==> config.mk <==
export PLATFORM = sky130hd
export DESIGN_NAME = lis_out
export DESIGN_NICKNAME = d
export VERILOG_FILES = /design/src/rtl/lis_pkg.sv /design/src/rtl/lis_out.sv
export SDC_FILE = /design/constraint.sdc
export NUM_CORES = 1
export LEC_CHECK = 0
export BUFFER_PORTS_ARGS = -buffer_cell sky130_fd_sc_hd__buf_2
export CAP_MARGIN = 20
export CORE_MARGIN = 2
export CORE_UTILIZATION = 41
export CTS_CLUSTER_SIZE = 12
export DETAILED_ROUTE_END_ITERATION = 8
export PLACE_DENSITY = 0.79
export SLEW_MARGIN = 20
export SYNTH_ARGS = -nofsm -noshare
export SYNTH_HDL_FRONTEND = slang
export SYNTH_SLANG_ARGS = --single-unit
==> constraint.sdc <==
create_clock -name clk -period 2 [get_ports clk]
set_input_delay 0.1 -clock clk [delete_from_list [all_inputs] [get_ports clk]]
set_output_delay 0.1 -clock clk [all_outputs]
set_load 0.02 [all_outputs]
==> src/rtl/lis_pkg.sv <==
package lis_pkg;

  localparam int unsigned MAX_LEN_DEF = 1024;
  localparam int unsigned VALUE_W     = 31;
  localparam int unsigned OUT_LEN_W   = 11;

  // Request payload as it travels down the row of cells.
  typedef struct packed {
    logic [VALUE_W-1:0] value;
    logic               clr;   // table is being emptied by this request
    logic               done;  // position already found upstream
    logic               app;   // request was appended to the table
  } item_t;

endpackage

==> src/rtl/lis_out.sv <==
module lis_out #(
  parameter int unsigned MAX_LEN = lis_pkg::MAX_LEN_DEF,
  parameter int unsigned LEN_W   = 11
) (
  input  logic                            clk,
  input  logic                            rst,
  input  logic                            i_valid,
  input  lis_pkg::item_t                  i_item,
  input  logic [LEN_W-1:0]                i_here,
  output logic                            adv,
  output logic                            out_valid,
  input  logic                            out_ready,
  output logic [lis_pkg::OUT_LEN_W-1:0]   length_here,
  output logic [lis_pkg::OUT_LEN_W-1:0]   best_length,
  output logic                            overflow
);

  localparam logic [LEN_W-1:0] FULL = LEN_W'(MAX_LEN);

  logic [LEN_W-1:0] best;
  logic [LEN_W-1:0] best_next;
  logic [LEN_W-1:0] here_fin;

  assign adv = !out_valid || out_ready;

  always_comb begin
    best_next = (i_item.clr ? '0 : best) + LEN_W'(i_item.app);
    // A request that passed every cell without settling hit a full table.
    here_fin  = i_item.done ? i_here : FULL;
  end

  always_ff @(posedge clk) begin
    if (rst) begin
      best      <= '0;
      out_valid <= 1'b0;
    end else if (adv) begin
      out_valid <= i_valid;
      if (i_valid) begin
        best <= best_next;
      end
    end
  end

  always_ff @(posedge clk) begin
    if (adv) begin
      length_here <= lis_pkg::OUT_LEN_W'(here_fin);
      best_length <= lis_pkg::OUT_LEN_W'(best_next);
      overflow    <= !i_item.done;
    end
  end

endmodule

==> impl_metrics.toml <==
[synthesis]
synth_flop_cell = "edfxtp_1"
yosysTopAreaCellShare_pct = 43.16
synth-seq-cells = 35
synthTopCellsByArea = "edfxtp_1, dfxtp_1, and2_1"
synth_edf_count = 23
ys_types = 38
yosysSeqAreaShare_pct = 58.17
syn-instance-count = 140
yosys.area.top_type = "edfxtp_1"
synth_async_sr_flop_share_pct = 0
post_synth.cell_area_avg_um2 = 11.43
ys_warn_count = 0
synth.net_count = 192
syn-cell-area_um2 = 1600

[clocking]
h-tree-depth = 2
ctsHoldBuffers = 0
cts_tree = "done"
path_clk_slew_ps = 70
cts_max_path_buffers = 2
cts_buffers = 5
clkLatencyLatePin_ps = 290
clock-sinks = 35
root_buffer = "clkbuf_8"

[die]
rows = 22
ios = 74
die_area_um2 = 4419
fp.dieH_um = 66.48
start_util_pct = 43.06
core_area_um2 = 3716
die_x_um = 66.48

[timing]
fin_worst_skew_ps = 9.523
tightest_slew_ps = 422.1
drv_slew = 0
slew_headroom_pct = 71.80
setup_slack_ps = 121.7
period_minus_slack_ps = 1878
fin_crit_sh_pct = 93.92
setup_viol = 0
hold_viol_final = 0
setup_tns_ps = 0
fmax_mhz = 532.4

[power_and_ir_drop]
p_leak_nw = 0.8412
ir_drop_v = 0.0005472
p_per_area_nw_per_um2 = 796.8

[global_route]
grt_pass1_wl_mm = 4.491
antenna_found_initial = 0
grt_use_total_pct = 13.62
grt_overflow = 0
grt_pass1_vias = 1014
grt_max_degree = 26

[job]
drv_cap = 0

[status]
outcome = "finished clean"

[worst_setup_path]
r2r_start = "best[0]"
startpoint_type = "flip-flop"
critical_path.max_fanout = 5
end_kind = "flip-flop"
cp.arrival_ps = 2100
crit_type = "reg -> reg"
cp.required_ps = 2230
critPathLaunch = "best[0]"

[min_path]
hp-class = "in -> reg"
hp-start = "i_here[10]"

[routing]
wirelength_mm = 2.869
vias = 1163
wl_per_cell_um = 12.05
vias_per_cell = 4.887
drc = 0
first_iter_violations = 38
ant_nets = 0
drt_pass1_iterations = 4

[finish]
final_cell_mix = "buf_2, edfxtp_1, nand2_1"
syn_to_final_growth_pct = 24.32
fin_util_pct = 53.54
antenna_cells = 0
layout_commonest_cell = "buf_2"
fin_area_um2 = 1989
drive_above_1_share_pct = 34.21
nNetsFinal = 241

[place]
portBuffers = 42
place_ws_ps = 117.9
post_dp_cell_area_um2 = 1862
dp.final_hpwl_mm = 1.991
finalWeightedCongestion = 0.8124
[cells in the mapped netlist (all sizes together), types with 2 or more instances]
master	number
a21oi	8
a31oi	4
and2	12
and4b	2
buf	5
dfxtp	12
edfxtp	23
ha	3
inv	3
nand2	16
nand2b	3
nand3	3
nand3b	2
nand4	2
nor2	10
nor2b	4
nor4	2
o21ai	2
or3	3
or4	2
xnor2	5
xor2	3
[state kept, by name, summed over array words and instances, names as in the netlist]
name and flops:
best 11, best_length 11, length_here 11, out_valid 1
overflow 1
[timing repair]
item,4_1_cts,5_1_grt
buffers inserted,0,1
gates resized for setup,0,2
setup endpoints to repair,0,3
[metrics by stage]
stage | hold slack (ps) | total power [mW] | instances
2_1_floorplan | 179.3 | 0.9252 | 140
3_3_place_gp | 365.9 | 0.9801 | 229
3_5_place_dp | 374.6 | 0.9835 | 229
4_1_cts | 76.12 | 1.611 | 237
5_1_grt | 72.23 | 1.658 | 238
6_report | 83.96 | 1.585 | 238
[layout make-up]
type                       instances  area [um2]
fill                             353        1727
sequential                        35       930.9
multi-input combinational         96       615.6
timing repair buffer              48       255.2
clock buffer                       5       68.82
tap                               48       60.06
clock inverter                     3       43.79
inverter                           3       15.01
[path summary, 6_finish.rpt]
kind / cells past startpoint / end / slack (ps)
worst max-delay path: 6 / best[5] / 120
worst min-delay path: 2 / length_here[10] / 80
worst max register to register: 6 / best[5] / 120
worst min register to register: 2 / best[0] / 450
[metal layers]
metal	share of wire, %	vias up	track usage [%]	wire length [um]
met5	0	-	0	0
met4	0	0	3.061	0
met3	9.2	0	6.926	264
met2	44	48	21.88	1249
met1	47	523	16.29	1355
li1	-	592	-	-
[logic make-up (layout without fill, tap and decap cells)]
| kind of cell | Yosys count | in the layout | share of synthesized area [%] |
|---|---|---|---|
| and+or+nand+nor | 67 | 67 | 24.47 |
| DFF | 35 | 35 | 58.17 |
| AOI/OAI and AO/OA | 18 | 18 | 6.803 |
| buffers and inverters | 9 | 59 | 3.831 |
| xor gates and xnor gates | 8 | 8 | 4.379 |
| adders and majority gates | 3 | 3 | 2.346 |
[report_power, final]
part	total, mW	internal, mW	switching (mW)
Clock	0.619	0.370	0.249
Sequential	0.815	0.805	0.00922
Combinational	0.151	0.0538	0.0974
Total	1.59	1.23	0.355
[worst max-delay path: stages (launching register included)]
cell,delay (ps)
dfxtp_1,320
nor2b_1,170
ha_1,180
nand3_1,170
nor2_1,210
or4b_2,600
a21oi_1,150
Power figures use the tool's default switching activity.
