[src/rtl/lis_pkg.sv]
package lis_pkg;

  localparam int unsigned MAX_LEN_DEF = 1024;
  localparam int unsigned VALUE_W     = 31;
  localparam int unsigned OUT_LEN_W   = 11;

  // Request payload as it travels down the row of cells.
  typedef struct packed {
    logic [VALUE_W-1:0] value;
    logic               clr;   // table is being emptied by this request
    logic               done;  // position already found upstream
    logic               app;   // request was appended to the table
  } item_t;

endpackage

[src/rtl/lis_cell.sv]
module lis_cell #(
  parameter int unsigned LEN_W = 11,
  parameter int unsigned IDX   = 0
) (
  input  logic                clk,
  input  logic                rst,
  input  logic                adv,
  input  logic                i_valid,
  input  lis_pkg::item_t      i_item,
  input  logic [LEN_W-1:0]    i_here,
  output logic                o_valid,
  output lis_pkg::item_t      o_item,
  output logic [LEN_W-1:0]    o_here
);

  localparam logic [LEN_W-1:0] HERE = LEN_W'(IDX + 1);

  logic [lis_pkg::VALUE_W-1:0] tail;
  logic [lis_pkg::VALUE_W-1:0] tail_next;
  logic                        occ;
  logic                        occ_next;
  lis_pkg::item_t              item_next;
  logic [LEN_W-1:0]            here_next;
  logic                        empty;

  always_comb begin
    tail_next = tail;
    occ_next  = occ;
    item_next = i_item;
    here_next = i_here;
    empty     = i_item.clr || !occ;
    if (i_valid) begin
      if (!i_item.done) begin
        if (empty) begin
          // First free slot with every tail above it smaller: append here.
          tail_next      = i_item.value;
          occ_next       = 1'b1;
          item_next.done = 1'b1;
          item_next.app  = 1'b1;
          here_next      = HERE;
        end else if (tail >= i_item.value) begin
          // Lower bound found; an equal tail is rewritten with the same value.
          tail_next      = i_item.value;
          item_next.done = 1'b1;
          here_next      = HERE;
        end
      end else if (i_item.clr) begin
        occ_next = 1'b0;
      end
    end
  end

  always_ff @(posedge clk) begin
    if (rst) begin
      occ     <= 1'b0;
      o_valid <= 1'b0;
    end else if (adv) begin
      occ     <= occ_next;
      o_valid <= i_valid;
    end
  end

  always_ff @(posedge clk) begin
    if (adv) begin
      tail   <= tail_next;
      o_item <= item_next;
      o_here <= here_next;
    end
  end

endmodule

[config.mk]
export PLATFORM = sky130hd
export DESIGN_NAME = lis_cell
export DESIGN_NICKNAME = d
export VERILOG_FILES = /design/src/rtl/lis_pkg.sv /design/src/rtl/lis_cell.sv
export SDC_FILE = /design/constraint.sdc
export NUM_CORES = 1
export LEC_CHECK = 0
export BUFFER_PORTS_ARGS = -buffer_cell sky130_fd_sc_hd__buf_2
export CORE_MARGIN = 2
export CORE_UTILIZATION = 40
export DETAILED_ROUTE_END_ITERATION = 10
export GPL_TIMING_DRIVEN = 0
export SYNTH_ARGS = -nofsm -noshare
export SYNTH_HDL_FRONTEND = slang
export SYNTH_SLANG_ARGS = --single-unit
export TNS_END_PERCENT = 100
[constraint.sdc]
create_clock -name clk -period 4.05 [get_ports clk]
set_input_delay 0.6075 -clock clk [delete_from_list [all_inputs] [get_ports clk]]
set_output_delay 0.6075 -clock clk [all_outputs]
set_load 0.005 [all_outputs]
==> impl_metrics.env <==
export IMPL_fin_clk_skew_ns=0.006714
export IMPL_worst_path_largest_cell_delay_ns=0.51
export IMPL_hold_path_class="primary input to flop"
export IMPL_setup_worst_path_start="i_item[17]"
export IMPL_crit_chain="buf_2 > inv_1 > ha_1 > nand4_1 > nor4_4 > a2111oi_4 > o22a_1 > a21oi_4 > buf_16"
export IMPL_maximum_number_of_pins_on_one_net_before_global_route_repair=49
export IMPL_starting_density_of_the_core_pct=40.54
export IMPL_max_vdd_ir_drop_mv=0.1479
export IMPL_final_critical_path_setup_slack_ns=1.283
export IMPL_drtAntennaViolNets=0
export IMPL_global_router_s_overall_resource_usage_pct=13.61
export IMPL_drive_gt1_share_pct=39.18
export IMPL_first_global_vias=2082
export IMPL_layout_cell_area_non_filler_mm2=0.004317
export IMPL_n_antenna_cell=0
export IMPL_worst_hold_startpoint="rst"
export IMPL_synthXorXnorAreaFrac_pct=0
export IMPL_total_i_o_pin_count=95
export IMPL_max_clock_path_buffers=2
export IMPL_worstReg2RegStart="tail[14]"
export IMPL_synth_cells=231
export IMPL_power_static_leakage_nw=1.860
export IMPL_synth_seq_cells=78
export IMPL_horiz_die_dim_um=97.32
export IMPL_synth_top_cell_area_share_pct=65.52
export IMPL_finalCritPeriodShare_pct=68.31
export IMPL_max_slew_margin_pct=23.86
export IMPL_post_synth_and_or_nand_nor_area_fraction_pct=5.927
export IMPL_synth_warning_count=0
export IMPL_post_cts_setup_buffers=0
export IMPL_synth_compound_area_share_pct=10.56
export IMPL_clockRootBuffer="sky130_fd_sc_hd__clkbuf_8"
export IMPL_status="completed"
export IMPL_timing_critical_path_required_ns=4.11
export IMPL_worstPathArrival_ns=2.82
export IMPL_totalPowerFinal_mw=1.678
export IMPL_max_cap_viol_count=0
export IMPL_yosysMostFrequentCell="sky130_fd_sc_hd__edfxtp_1"
export IMPL_number_of_optimization_iterations_in_the_first_detailed_route_pass=4
export IMPL_holdBufCountCts=0
export IMPL_cellPowerDensity_mw_per_mm2=388.8
export IMPL_first_iter_violations=97
export IMPL_pwr_share_seq_pct=56.4
export IMPL_number_of_instances_resized_during_post_cts_repair=0
export IMPL_remaining_drc_errors=0
export IMPL_finish_net_count=417
export IMPL_sequential_to_total_area_share_from_yosys_stat_pct=66.67
export IMPL_period_needed_ns=2.767
export IMPL_p_int_mw=1.294
export IMPL_combinational_family_with_the_most_area_after_synthesis="adder cells"
export IMPL_swShare_pct=22.91
export IMPL_setup_worst_path_start_class="primary input"
export IMPL_synth_async_reset_ratio_pct=0
export IMPL_totalWireLength_um=6339
export IMPL_mappedNetlistArea_mm2=0.003483
export IMPL_synth_edff_count=76
export IMPL_timing_worst_slew_pin_value_ns=1.142
export IMPL_detailed_place_area_mm2=0.004128
export IMPL_grt_first_pass_wirelength_um=10030
export IMPL_hpwl_um=4485
export IMPL_holdPathStages=2
export IMPL_ys_types=39
export IMPL_yosys_area_share_adder_pct=11.14
export IMPL_num_vias=2132
export IMPL_pwr_share_clk_pct=33.2
export IMPL_multi_input_area_um2=983.4
export IMPL_netlist_top_cell_by_area="sky130_fd_sc_hd__edfxtp_1"
export IMPL_syn_mean_instance_area_um2=15.08
export IMPL_place_worst_setup_slack_ns=0.8932
export IMPL_timing_final_max_slew_violations=0
export IMPL_worst_setup_hold_path_clk_slew_ns=0.08
export IMPL_rsz_0062_raised_after_global_routing="false"
export IMPL_crit_path_top_delay_cell="sky130_fd_sc_hd__a21oi_4"
export IMPL_crit_type="primary input to flop"
export IMPL_std_cell_rows=34
export IMPL_clock_latency_ns=0.34
export IMPL_core_area_mm2=0.008593
export IMPL_ys_top_cells_by_count="sky130_fd_sc_hd__edfxtp_1 (76), sky130_fd_sc_hd__inv_1 (44), sky130_fd_sc_hd__ha_1 (31), sky130_fd_sc_hd__a21oi_1 (12), sky130_fd_sc_hd__a211oi_2 (11)"
export IMPL_finalCoreUtilization_pct=50.23
export IMPL_post_place_cells=434
export IMPL_cts_buffers=9
export IMPL_fp_dieArea_mm2=0.009471
export IMPL_final_setup_viol_count=0
export IMPL_endpoint_kind="flop"
export IMPL_htree_levels=3
export IMPL_p_sw_uw=384.4
export IMPL_place_gp_congestion=0.7047
export IMPL_report_final_hold_viol_count=0
export IMPL_final_cell_count_no_fill=450
export IMPL_numClockSinks=78
export IMPL_routed_wire_length_per_instance_um=14.09
export IMPL_nFillCells=779
export IMPL_combPwrFrac_pct=10.4
export IMPL_numPortBuffers=94
export IMPL_gr_total_overflow=0
export IMPL_max_freq_mhz=361.4
export IMPL_cp_max_fo=17
export IMPL_yosys_top_cells_area="sky130_fd_sc_hd__edfxtp_1 (66%), sky130_fd_sc_hd__ha_1 (11%), sky130_fd_sc_hd__inv_1 (4.7%)"
export IMPL_synth_main_ff_cell="sky130_fd_sc_hd__edfxtp_1"
export IMPL_tritoncts="done"
export IMPL_drt_vias_per_instance=4.738
export IMPL_rr_worst_depth=7
export IMPL_synth_area_mux_share_pct=0.2874
export IMPL_sequential_cell_area_mm2=0.002322
export IMPL_die_height_um=97.32
export IMPL_synth_nets=311
export IMPL_layout_area_overhead_vs_synth_pct=23.92
export IMPL_antenna_found_initial=0
## worst max-delay path, delay by kind of cell
kind | cells | cell delay [ns]
compound gates | 3 | 0.92
simple gates | 2 | 0.55
buf+inv | 3 | 0.39
fa+ha+maj | 1 | 0.34
## cell usage in the layout (no fill, tap or decap), types with 2 or more instances in the layout
cell type and count:
sky130_fd_sc_hd__o21ai_1 2, sky130_fd_sc_hd__o21ai_0 4, sky130_fd_sc_hd__clkbuf_8 9, sky130_fd_sc_hd__buf_2 95, sky130_fd_sc_hd__nand2_1 5, sky130_fd_sc_hd__clkinv_1 2
sky130_fd_sc_hd__inv_1 44, sky130_fd_sc_hd__dfxtp_1 2, sky130_fd_sc_hd__edfxtp_1 76, sky130_fd_sc_hd__a211o_1 2, sky130_fd_sc_hd__nand3_1 3, sky130_fd_sc_hd__ha_1 31
sky130_fd_sc_hd__or2_2 2, sky130_fd_sc_hd__a211oi_2 11, sky130_fd_sc_hd__nand4_1 6, sky130_fd_sc_hd__nand3b_1 2, sky130_fd_sc_hd__a21oi_1 11, sky130_fd_sc_hd__clkinvlp_4 3
sky130_fd_sc_hd__nor2_1 5
## per-layer routing
| metal | global-route usage, % | up-vias | routed length, µm |
|---|---|---|---|
| li1 | - | 1069 | - |
| met1 | 16.70 | 1004 | 2799 |
| met3 | 4.604 | 7 | 293 |
| met2 | 22.49 | 52 | 3161 |
| met4 | 4.915 | 0 | 84 |
| met5 | 0 | - | 0 |
## metrics by stage
stage / hold WS, ns / TNS (ns)
after floorplan: 0.4265 / 0
after global placement: 0.4334 / -27.62
after detailed placement: 0.4410 / 0
after CTS: 0.4144 / 0
after global routing: 0.4155 / 0
final: 0.4305 / 0
## worst paths after layout
kind	slack (ns)	to
hold reg to reg	0.45	occ
setup reg to reg	1.32	tail[6]
hold / removal	0.43	occ
setup / recovery	1.28	tail[6]
## cells by family after synthesis
logic type,Yosys count
buf+inv,47
fa+ha+maj,31
compound gates,42
flops,78
simple gates,32
mux,1
## power by group through the flow
stage	Clock, mW	Sequential, mW	Combinational, mW
6_report	0.557	0.946	0.174
5_1_grt	0.611	0.951	0.196
3_5_place_dp	0	0.965	0.177
2_1_floorplan	0	0.971	0.0750
3_3_place_gp	0	0.965	0.170
4_1_cts	0.579	0.947	0.178
## state kept, by name, summed over array words and instances, names as in the netlist
| name | count |
|---|---|
| o_here | 11 |
| o_item | 34 |
| o_valid | 1 |
| occ | 1 |
| tail | 31 |
## cell type report
type / count / area share [%]
Sequential cell: 78 / 53.80
Clock inverter: 7 / 1.507
Tap cell: 108 / 3.130
Multi-Input combinational cell: 106 / 22.78
Inverter: 44 / 3.826
Buffer: 3 / 0.5507
Clock buffer: 9 / 2.870
Timing Repair Buffer: 95 / 11.54
No activity file was read; power rests on OpenSTA's default activity.
